<file path="config.mk">
export PLATFORM = sky130hd
export DESIGN_NAME = page_bitmap_allocator
export DESIGN_NICKNAME = d
export VERILOG_FILES = /design/src/rtl/core/pba_pkg.sv /design/src/rtl/core/pba_ram.sv /design/src/rtl/core/pba_ctrl.sv /design/src/rtl/core/pba_datapath.sv /design/src/rtl/core/page_bitmap_allocator.sv
export SDC_FILE = /design/constraint.sdc
export NUM_CORES = 1
export LEC_CHECK = 0
export BUFFER_PORTS_ARGS = -buffer_cell sky130_fd_sc_hd__buf_2
export CORE_UTILIZATION = 60
export DETAILED_ROUTE_END_ITERATION = 7
export PLACE_DENSITY = 0.84
export SLEW_MARGIN = 20
export SYNTH_ARGS = -nofsm -noshare
export SYNTH_HDL_FRONTEND = slang
export SYNTH_SLANG_ARGS = --single-unit
</file>
<file path="constraint.sdc">
create_clock -name clk -period 6.4 [get_ports clk]
set_input_delay 0.32 -clock clk [delete_from_list [all_inputs] [get_ports clk]]
set_output_delay 0.32 -clock clk [all_outputs]
set_load 0.03 [all_outputs]
</file>
<file path="src/rtl/core/pba_pkg.sv">
// Shared types and constants of the page bitmap allocator.
package pba_pkg;

	localparam int ADDR_W      = 48;
	localparam int PAGES_OUT_W = 7;
	localparam int REG_IDX_W   = 1;

	localparam logic [PAGES_OUT_W-1:0] ALLOWED_RESET = 7'd64;

	typedef enum logic [REG_IDX_W-1:0] {
		REG_ALLOWED_PAGES = 1'b0,
		REG_BASE_ADDRESS  = 1'b1
	} reg_idx_t;

	typedef enum logic [1:0] {
		ST_GRANTED  = 2'd0,
		ST_FULL     = 2'd1,
		ST_RELEASED = 2'd2,
		ST_INVALID  = 2'd3
	} status_t;

	typedef struct packed {
		logic capture;
		logic exec;
	} cmd_t;

endpackage

</file>
<file path="src/rtl/core/pba_ram.sv">
// Generic single-write, single-read RAM with registered read data.
module pba_ram #(
	parameter int WIDTH = 32,
	parameter int DEPTH = 2,
	localparam int AW = (DEPTH > 1) ? $clog2(DEPTH) : 1
) (
	input  logic                 clk,
	input  logic                 wr_en,
	input  logic [AW-1:0]        wr_addr,
	input  logic [WIDTH-1:0]     wr_data,
	input  logic                 rd_en,
	input  logic [AW-1:0]        rd_addr,
	output logic [WIDTH-1:0]     rd_data
);

	logic [WIDTH-1:0] mem_q [DEPTH];
	logic [WIDTH-1:0] rd_data_q;

	always_ff @(posedge clk) begin
		if (wr_en) begin
			mem_q[wr_addr] <= wr_data;
		end
		if (rd_en) begin
			rd_data_q <= mem_q[rd_addr];
		end
	end

	assign rd_data = rd_data_q;

endmodule

</file>
<file path="src/rtl/core/pba_ctrl.sv">
// Request sequencer of the page bitmap allocator.
module pba_ctrl (
	input  logic          clk,
	input  logic          arst_n,
	input  logic          start,
	output logic          busy,
	output pba_pkg::cmd_t cmd
);

	typedef enum logic [1:0] {
		S_IDLE = 2'b01,
		S_EXEC = 2'b10
	} state_t;

	state_t state_q, state_d;

	always_comb begin
		state_d = state_q;
		unique case (state_q)
			S_IDLE: begin
				if (start) begin
					state_d = S_EXEC;
				end
			end
			S_EXEC: state_d = S_IDLE;
			default: state_d = S_IDLE;
		endcase
	end

	always_ff @(posedge clk or negedge arst_n) begin
		if (!arst_n) begin
			state_q <= S_IDLE;
		end else begin
			state_q <= state_d;
		end
	end

	assign busy        = (state_q != S_IDLE);
	assign cmd.capture = (state_q == S_IDLE) && start;
	assign cmd.exec    = (state_q == S_EXEC);

endmodule

</file>
<file path="src/rtl/core/pba_datapath.sv">
// Page map, counters, address checks and result registers.
module pba_datapath #(
	parameter int MAX_PAGES  = 64,
	parameter int PAGE_BYTES = 4096
) (
	input  logic                                 clk,
	input  logic                                 arst_n,
	input  pba_pkg::cmd_t                        cmd,
	input  logic                                 wr_en,
	input  logic [pba_pkg::REG_IDX_W-1:0]        wr_index,
	input  logic [pba_pkg::ADDR_W-1:0]           wr_data,
	input  logic                                 action,
	input  logic [pba_pkg::ADDR_W-1:0]           address,
	output logic                                 done,
	output logic [1:0]                           status,
	output logic [pba_pkg::ADDR_W-1:0]           page_address,
	output logic [pba_pkg::PAGES_OUT_W-1:0]      pages_in_use
);

	localparam int AW     = pba_pkg::ADDR_W;
	localparam int PW     = pba_pkg::PAGES_OUT_W;
	localparam int WORD_W = (MAX_PAGES < 32) ? MAX_PAGES : 32;
	localparam int NROWS  = (MAX_PAGES + WORD_W - 1) / WORD_W;
	localparam int ROW_W  = (NROWS > 1) ? $clog2(NROWS) : 1;
	localparam int BIT_W  = $clog2(WORD_W);
	localparam int PIDX_W = ROW_W + BIT_W;
	localparam int CNT_W  = $clog2(MAX_PAGES + 1);
	localparam int SHIFT  = $clog2(PAGE_BYTES);
	localparam int PNUM_W = AW - SHIFT;
	localparam int CMP_W  = PNUM_W + CNT_W;
	localparam int LIM_XW = CNT_W + PW;

	// configuration
	logic [PW-1:0] allowed_q;
	logic [AW-1:0] base_q;

	always_ff @(posedge clk or negedge arst_n) begin
		if (!arst_n) begin
			allowed_q <= pba_pkg::ALLOWED_RESET;
			base_q    <= '0;
		end else if (wr_en) begin
			unique case (pba_pkg::reg_idx_t'(wr_index))
				pba_pkg::REG_ALLOWED_PAGES: allowed_q <= wr_data[PW-1:0];
				pba_pkg::REG_BASE_ADDRESS:  base_q    <= wr_data;
				default: ;
			endcase
		end
	end

	logic [LIM_XW-1:0] allowed_ext, lim_ext;
	logic [CNT_W-1:0]  lim;

	assign allowed_ext = LIM_XW'(allowed_q);
	assign lim_ext     = (allowed_ext < LIM_XW'(MAX_PAGES)) ? allowed_ext : LIM_XW'(MAX_PAGES);
	assign lim         = lim_ext[CNT_W-1:0];

	// state
	logic [NROWS-1:0] full_q;
	logic [NROWS-1:0] row_valid_q;
	logic [CNT_W-1:0] count_q;

	// capture stage: release address check, free row search, map read
	logic [AW:0]       off;
	logic              below;
	logic [PNUM_W-1:0] page_num;
	logic [SHIFT-1:0]  pg_low;
	logic              rel_ok;
	logic [PIDX_W-1:0] rel_idx;
	logic [ROW_W-1:0]  free_row;
	logic              free_any;
	logic [ROW_W-1:0]  rd_row;

	assign off      = {1'b0, address} - {1'b0, base_q};
	assign below    = off[AW];
	assign page_num = off[AW-1:SHIFT];
	assign pg_low   = off[SHIFT-1:0];
	assign rel_ok   = !below && (pg_low == '0) && (CMP_W'(page_num) < CMP_W'(lim));
	assign rel_idx  = page_num[PIDX_W-1:0];

	always_comb begin
		free_row = '0;
		free_any = 1'b0;
		for (int r = NROWS - 1; r >= 0; r--) begin
			if (!full_q[r]) begin
				free_row = ROW_W'(r);
				free_any = 1'b1;
			end
		end
	end

	assign rd_row = action ? rel_idx[PIDX_W-1:BIT_W] : free_row;

	logic             action_s1;
	logic             rel_ok_s1;
	logic             free_any_s1;
	logic [ROW_W-1:0] row_s1;
	logic [BIT_W-1:0] bit_s1;

	always_ff @(posedge clk) begin
		if (cmd.capture) begin
			action_s1   <= action;
			rel_ok_s1   <= rel_ok;
			free_any_s1 <= free_any;
			row_s1      <= rd_row;
			bit_s1      <= rel_idx[BIT_W-1:0];
		end
	end

	// execute stage: update the map row and the count
	logic [WORD_W-1:0] rd_data;
	logic [WORD_W-1:0] word;
	logic [WORD_W-1:0] wr_word;
	logic              map_we;
	logic [BIT_W-1:0]  fbit;
	logic              fz;
	logic [PIDX_W-1:0] acq_idx;
	logic              acq_ok;
	logic [CNT_W-1:0]  cnt_nxt;
	pba_pkg::status_t  st_nxt;
	logic [AW-1:0]     pa_nxt;
	logic [CNT_W+PW-1:0] pages_w;

	pba_ram #(
		.WIDTH (WORD_W),
		.DEPTH (NROWS)
	) u_map (
		.clk     (clk),
		.wr_en   (cmd.exec && map_we),
		.wr_addr (row_s1),
		.wr_data (wr_word),
		.rd_en   (cmd.capture),
		.rd_addr (rd_row),
		.rd_data (rd_data)
	);

	assign word = row_valid_q[row_s1] ? rd_data : '0;

	always_comb begin
		fbit = '0;
		fz   = 1'b0;
		for (int b = WORD_W - 1; b >= 0; b--) begin
			if (!word[b]) begin
				fbit = BIT_W'(b);
				fz   = 1'b1;
			end
		end
	end

	assign acq_idx = {row_s1, fbit};
	assign acq_ok  = free_any_s1 && fz && (count_q < lim) && (CMP_W'(acq_idx) < CMP_W'(lim));

	always_comb begin
		map_we  = 1'b0;
		wr_word = word;
		cnt_nxt = count_q;
		st_nxt  = pba_pkg::ST_FULL;
		pa_nxt  = '0;
		if (!action_s1) begin
			if (acq_ok) begin
				map_we  = 1'b1;
				wr_word = word | (WORD_W'(1) << fbit);
				cnt_nxt = count_q + CNT_W'(1);
				st_nxt  = pba_pkg::ST_GRANTED;
				pa_nxt  = base_q + (AW'(acq_idx) << SHIFT);
			end
		end else if (rel_ok_s1) begin
			st_nxt = pba_pkg::ST_RELEASED;
			if (word[bit_s1]) begin
				map_we  = 1'b1;
				wr_word = word & ~(WORD_W'(1) << bit_s1);
				if (count_q != '0) begin
					cnt_nxt = count_q - CNT_W'(1);
				end
			end
		end else begin
			st_nxt = pba_pkg::ST_INVALID;
		end
	end

	assign pages_w = (CNT_W + PW)'(cnt_nxt);

	always_ff @(posedge clk or negedge arst_n) begin
		if (!arst_n) begin
			full_q      <= '0;
			row_valid_q <= '0;
			count_q     <= '0;
			done        <= 1'b0;
		end else begin
			done <= cmd.exec;
			if (cmd.exec) begin
				count_q <= cnt_nxt;
				if (map_we) begin
					full_q[row_s1]      <= &wr_word;
					row_valid_q[row_s1] <= 1'b1;
				end
			end
		end
	end

	always_ff @(posedge clk) begin
		if (cmd.exec) begin
			status       <= st_nxt;
			page_address <= pa_nxt;
			pages_in_use <= pages_w[PW-1:0];
		end
	end

endmodule

</file>
<file path="src/rtl/core/page_bitmap_allocator.sv">
// Top level of the first-fit page bitmap allocator.
//
// A request is taken when start is high and busy is low: action 0 asks for
// a page, action 1 returns the page at address. After the capture and
// execute stages, done pulses for one cycle with status, page_address and
// pages_in_use; the receiver must take the beat then. busy is high only in
// the cycle after the request, so a new request may be issued in the same
// cycle as done. The capture stage checks the release address, picks the
// first map row with a free bit (per-row full flags) and issues the RAM
// read of that row or of the row to release; the execute stage sets its
// first free bit or clears the freed one, writes it back, updates the count.
// allowed_pages and base_address are written through wr_en, wr_index and
// wr_data while no request is in flight; the block leaves this to the user.
// Reset frees every page (per-row valid flags, no clearing pass), clears
// the count, sets allowed_pages to 64 and base_address to 0.
// PAGE_BYTES must be a power of two.
module page_bitmap_allocator #(
	parameter int MAX_PAGES  = 64,
	parameter int PAGE_BYTES = 4096
) (
	input  logic                             clk,
	input  logic                             arst_n,
	input  logic                             wr_en,
	input  logic [pba_pkg::REG_IDX_W-1:0]    wr_index,
	input  logic [pba_pkg::ADDR_W-1:0]       wr_data,
	input  logic                             start,
	input  logic                             action,
	input  logic [pba_pkg::ADDR_W-1:0]       address,
	output logic                             busy,
	output logic                             done,
	output logic [1:0]                       status,
	output logic [pba_pkg::ADDR_W-1:0]       page_address,
	output logic [pba_pkg::PAGES_OUT_W-1:0]  pages_in_use
);

	pba_pkg::cmd_t cmd;

	pba_ctrl u_ctrl (
		.clk    (clk),
		.arst_n (arst_n),
		.start  (start),
		.busy   (busy),
		.cmd    (cmd)
	);

	pba_datapath #(
		.MAX_PAGES  (MAX_PAGES),
		.PAGE_BYTES (PAGE_BYTES)
	) u_dp (
		.clk          (clk),
		.arst_n       (arst_n),
		.cmd          (cmd),
		.wr_en        (wr_en),
		.wr_index     (wr_index),
		.wr_data      (wr_data),
		.action       (action),
		.address      (address),
		.done         (done),
		.status       (status),
		.page_address (page_address),
		.pages_in_use (pages_in_use)
	);

	a_req_done: assert property (@(posedge clk) disable iff (!arst_n)
		(start && !busy) |-> ##2 done)
		else $error("request beat without result two cycles later");

	a_done_idle: assert property (@(posedge clk) disable iff (!arst_n)
		done |-> !busy)
		else $error("result beat while busy");

	a_addr_zero: assert property (@(posedge clk) disable iff (!arst_n)
		(done && status != pba_pkg::ST_GRANTED) |-> (page_address == '0))
		else $error("nonzero page address without grant");

endmodule

</file>
==> run summary <==
DRC violations left: 0
post-route minimum period: 5.39 ns
Post-synth ARST share: 0.299
Hold Vio Cnt, Final: 0
Synth area leader: edfxtp_1
Final ANT Viol Nets: 0
outcome: finished clean
CTS resizes: 0
IO Port Bufs: 160
syn avg cell area: 10.2 sq um
pwr/cell area: 311 mW/mm^2
Max Buffers Root-to-Sink: 3
TritonCTS clock tree: built
Worst-Margin Slew: 0.997 ns
initial antenna violation count: 1
Cell Area, Placed: 0.0156 sq mm
Sw Pwr: 0.00181 W
CORE AREA: 0.0236 sq mm
crit share post-route: 0.842
Maximum Capacitance Violations: 0
critical path peak fanout: 15
placement row count: 56
syn_nets: 1593
H-tree lvl count: 1
Crit-path slowest cell: nor3_1
Synth Flop Type: edfxtp_1
utilization after layout: 0.709
Clock power frac: 0.315
GPL Wtd Cong: 1.04
largest net degree at the start of global routing: 70
die width: 157 microns
sequential power share: 0.372
endpoints failing setup: 0
fraction of layout cells with a size suffix above 1: 0.213
Pwr Total: 0.00520 W
Cells after Synth: 1416
area delta synth->final: 15.5%
P_int: 0.00340 W
total track usage: 0.357
design area: 0.0167 sq mm
Setup Total Neg Slack: 0 ns
share of the synthesized area in the top cell type: 0.336
die height: 157 microns
Combinational Power Share: 0.313
Starting Density: 0.614
critical path, cell by cell: mux2i_1, buf_4, or3_4, a2111oi_4, o21ai_2, nand2_1, inv_2, ha_1, a21o_1, a21o_1, a21oi_1, o21bai_1, a21oi_1, nor2_1, inv_1, or3_1, nor3_1, nand3_1, xnor2_1, nor2_1
vias in the first global route: 11700
CTS sink cnt: 231
Vias/cell: 6.52
clk slew on worst S/H paths: 0.06 ns
yosys warns: 0
sequential fraction of the synthesis area: 0.455
Fmax: 185 MHz
CP top delay family: simple AND/OR/NAND/NOR gates
LEAKAGE: 6.58 nW
DR iter-0 viols: 1470
hold buffers post-CTS: 20
critical path arrival: 5.68 ns
Layout Nets: 1757
DR vias: 12500
clk_lat worst skew: 0.55 ns
slowest stage delay, CP: 0.59 ns
Max Slew Vio Count: 0
DR pass1 iterations: 6
post-CTS setup buffer count: 0
Mapped Area: 0.0145 sq mm
clk_skew: 0.0180 ns
WP data required: 6.69 ns
worst hold margin: 0.000773 ns
final wirelength: 44.3 mm
worst hold path type: in2reg
grt total ovfl: 0
relative slew slack: 0.335
ranking of synthesized cells by area: edfxtp_1 34%, dfrtp_1 12%, mux2_2 7.5%
die area: 0.0248 sq mm
clock root buffer: clkbuf_16
DP Wirelength: 32.3 mm
VDD IR-drop max: 0.284 mV
routed len/inst: 23.1 microns
worst path bufs/invs: 3
post-synth cell types: 82
Yosys reg bits: 231
CP Launch Type: flip-flop
first-pass GRT wire length: 66.3 mm
Worst setup EP type: flip-flop
Sw Share: 0.347
total CTS buffers: 26
RSZ-0062 raised after global routing: false
Post-synth EDFFs: 162
Top Ports: 161
Fill cells: 1699
Setup Crit Path Kind: reg2reg
worst reg2reg max path: cells and delay by family, from the launching register on:
| family | cells | cell delay (ns) |
|---|---|---|
| mux | 1 | 0.16 |
| simple gates | 7 | 2.32 |
| fa+ha+maj | 1 | 0.31 |
| xor+xnor | 1 | 0.22 |
| buf+inv | 3 | 0.48 |
| compound gates | 7 | 1.14 |
| flops | 1 | 0.50 |
flip-flops by register name, indices dropped and copies added (netlist names):
name	flops
u_dp.u_map.rd_data	32
u_ctrl.state_q	2
u_dp.pages_in_use	7
u_dp.full_q	2
u_dp.row_s1	1
u_dp.bit_s1	5
u_dp.count_q	7
u_dp.base_q	48
u_dp.rel_ok_s1	1
u_dp.done	1
u_dp.page_address	48
u_dp.row_valid_q	2
u_dp.free_any_s1	1
u_dp.status	2
u_dp.allowed_q	7
u_dp.u_map.mem_q	64
u_dp.action_s1	1
worst paths after layout:
| kind | start | endpoint | slack [ns] | depth (start not counted) |
|---|---|---|---|---|
| max | u_dp.row_s1 | u_dp.page_address[45] | 1.01 | 20 |
| min | wr_data[44] | u_dp.base_q[44] | 0.0008 | 2 |
| max reg2reg | u_dp.row_s1 | u_dp.page_address[45] | 1.01 | 20 |
| min reg2reg | u_dp.row_valid_q[0] | u_dp.row_valid_q[0] | 0.50 | 1 |
| max in group asynchronous | arst_n | u_dp.allowed_q[4] | 5.27 | 2 |
| min in group asynchronous | arst_n | u_dp.done | 0.47 | 2 |
power groups by stage:
stage	sequential [W]	combinational, W	clock (W)
6_report	0.00194	0.00163	0.00164
5_1_grt	0.00195	0.00175	0.00170
2_1_floorplan	0.00191	0.00112	0
3_3_place_gp	0.00195	0.00152	0
4_1_cts	0.00193	0.00158	0.00165
3_5_place_dp	0.00196	0.00155	0
cell usage in the layout, fill, tap and decap left out, drive strengths merged, types with 15 or more instances in the layout:
cell         instances
a21oi               74
o211ai              37
dlygate4sd3         20
inv                 84
nand2               99
ha                  73
o21ai               84
a21o                23
mux2                97
xnor2               56
or3                 19
edfxtp             162
xor2                18
nand4               21
clkbuf              36
nand3               41
buf                171
nor2               109
nor2b               17
nor3                32
nand2b              21
mux2i               15
dfrtp               67
layer usage:
metal  global-route usage  routed length [microns]  vias to the layer above
li1                     -                        -                     5604
met4                0.104                     1120                        0
met5                    0                        0                        -
met3               0.0854                     5060                       93
met1                0.526                    19200                     6062
met2                0.519                    18900                      767
layout make-up:
class | count | area, sq um | area share
Sequential cell | 231 | 6590 | 0.394
Multi-Input combinational cell | 1045 | 7380 | 0.441
Timing Repair Buffer | 191 | 1090 | 0.0649
Clock buffer | 36 | 759 | 0.0454
Clock inverter | 12 | 198 | 0.0118
Tap cell | 319 | 399 | 0.0238
Inverter | 85 | 320 | 0.0191
Antenna cell | 1 | 2.50 | 0.000149
cells in the mapped netlist (4+ instances only):
cell and instances:
or2_2 7, a211oi_1 11, o211ai_1 37, a211o_1 4, clkbuf_1 43, o22ai_1 12
o2111ai_1 6, a21oi_1 73, o21ai_1 8, xnor2_1 56, nor3b_1 7, dfrtp_1 67
edfxtp_1 162, mux2_2 96, o21a_1 14, mux2i_1 15, o21ai_0 75, xor2_1 18
nor2_1 109, ha_1 73, o21bai_1 13, nand4_1 21, nand3b_1 6, nand2_1 99
or4_1 7, and4_1 4, and3_1 12, nor2b_1 17, inv_1 81, nor4_1 11
o31ai_1 12, or3_1 18, a21boi_0 5, nand3_1 41, and2_1 13, nor3_1 32
nand2b_1 21, a31oi_1 12, a21o_1 23, buf_2 8, o221ai_1 4
per-stage QoR:
step,setup WS [ns],std cells
floorplan,1.19,1416
global placement,1.40,1851
detailed placement,1.18,1851
CTS,1.11,1919
global route,0.730,1919
finish,1.01,1920
kinds of logic (layout without fill, tap and decap cells):
kind of cell / Yosys count / in the layout / synth area share
DFF: 231 / 231 / 0.455
adders and majority gates: 75 / 75 / 0.0658
muxes: 115 / 115 / 0.0904
buffers and inverters: 140 / 324 / 0.0373
and+or+nand+nor: 434 / 434 / 0.150
xor gates and xnor gates: 74 / 74 / 0.0447
other: 0 / 1 / 0
AOI/OAI and AO/OA: 347 / 347 / 0.157
(Power assumes the default switching activity.)
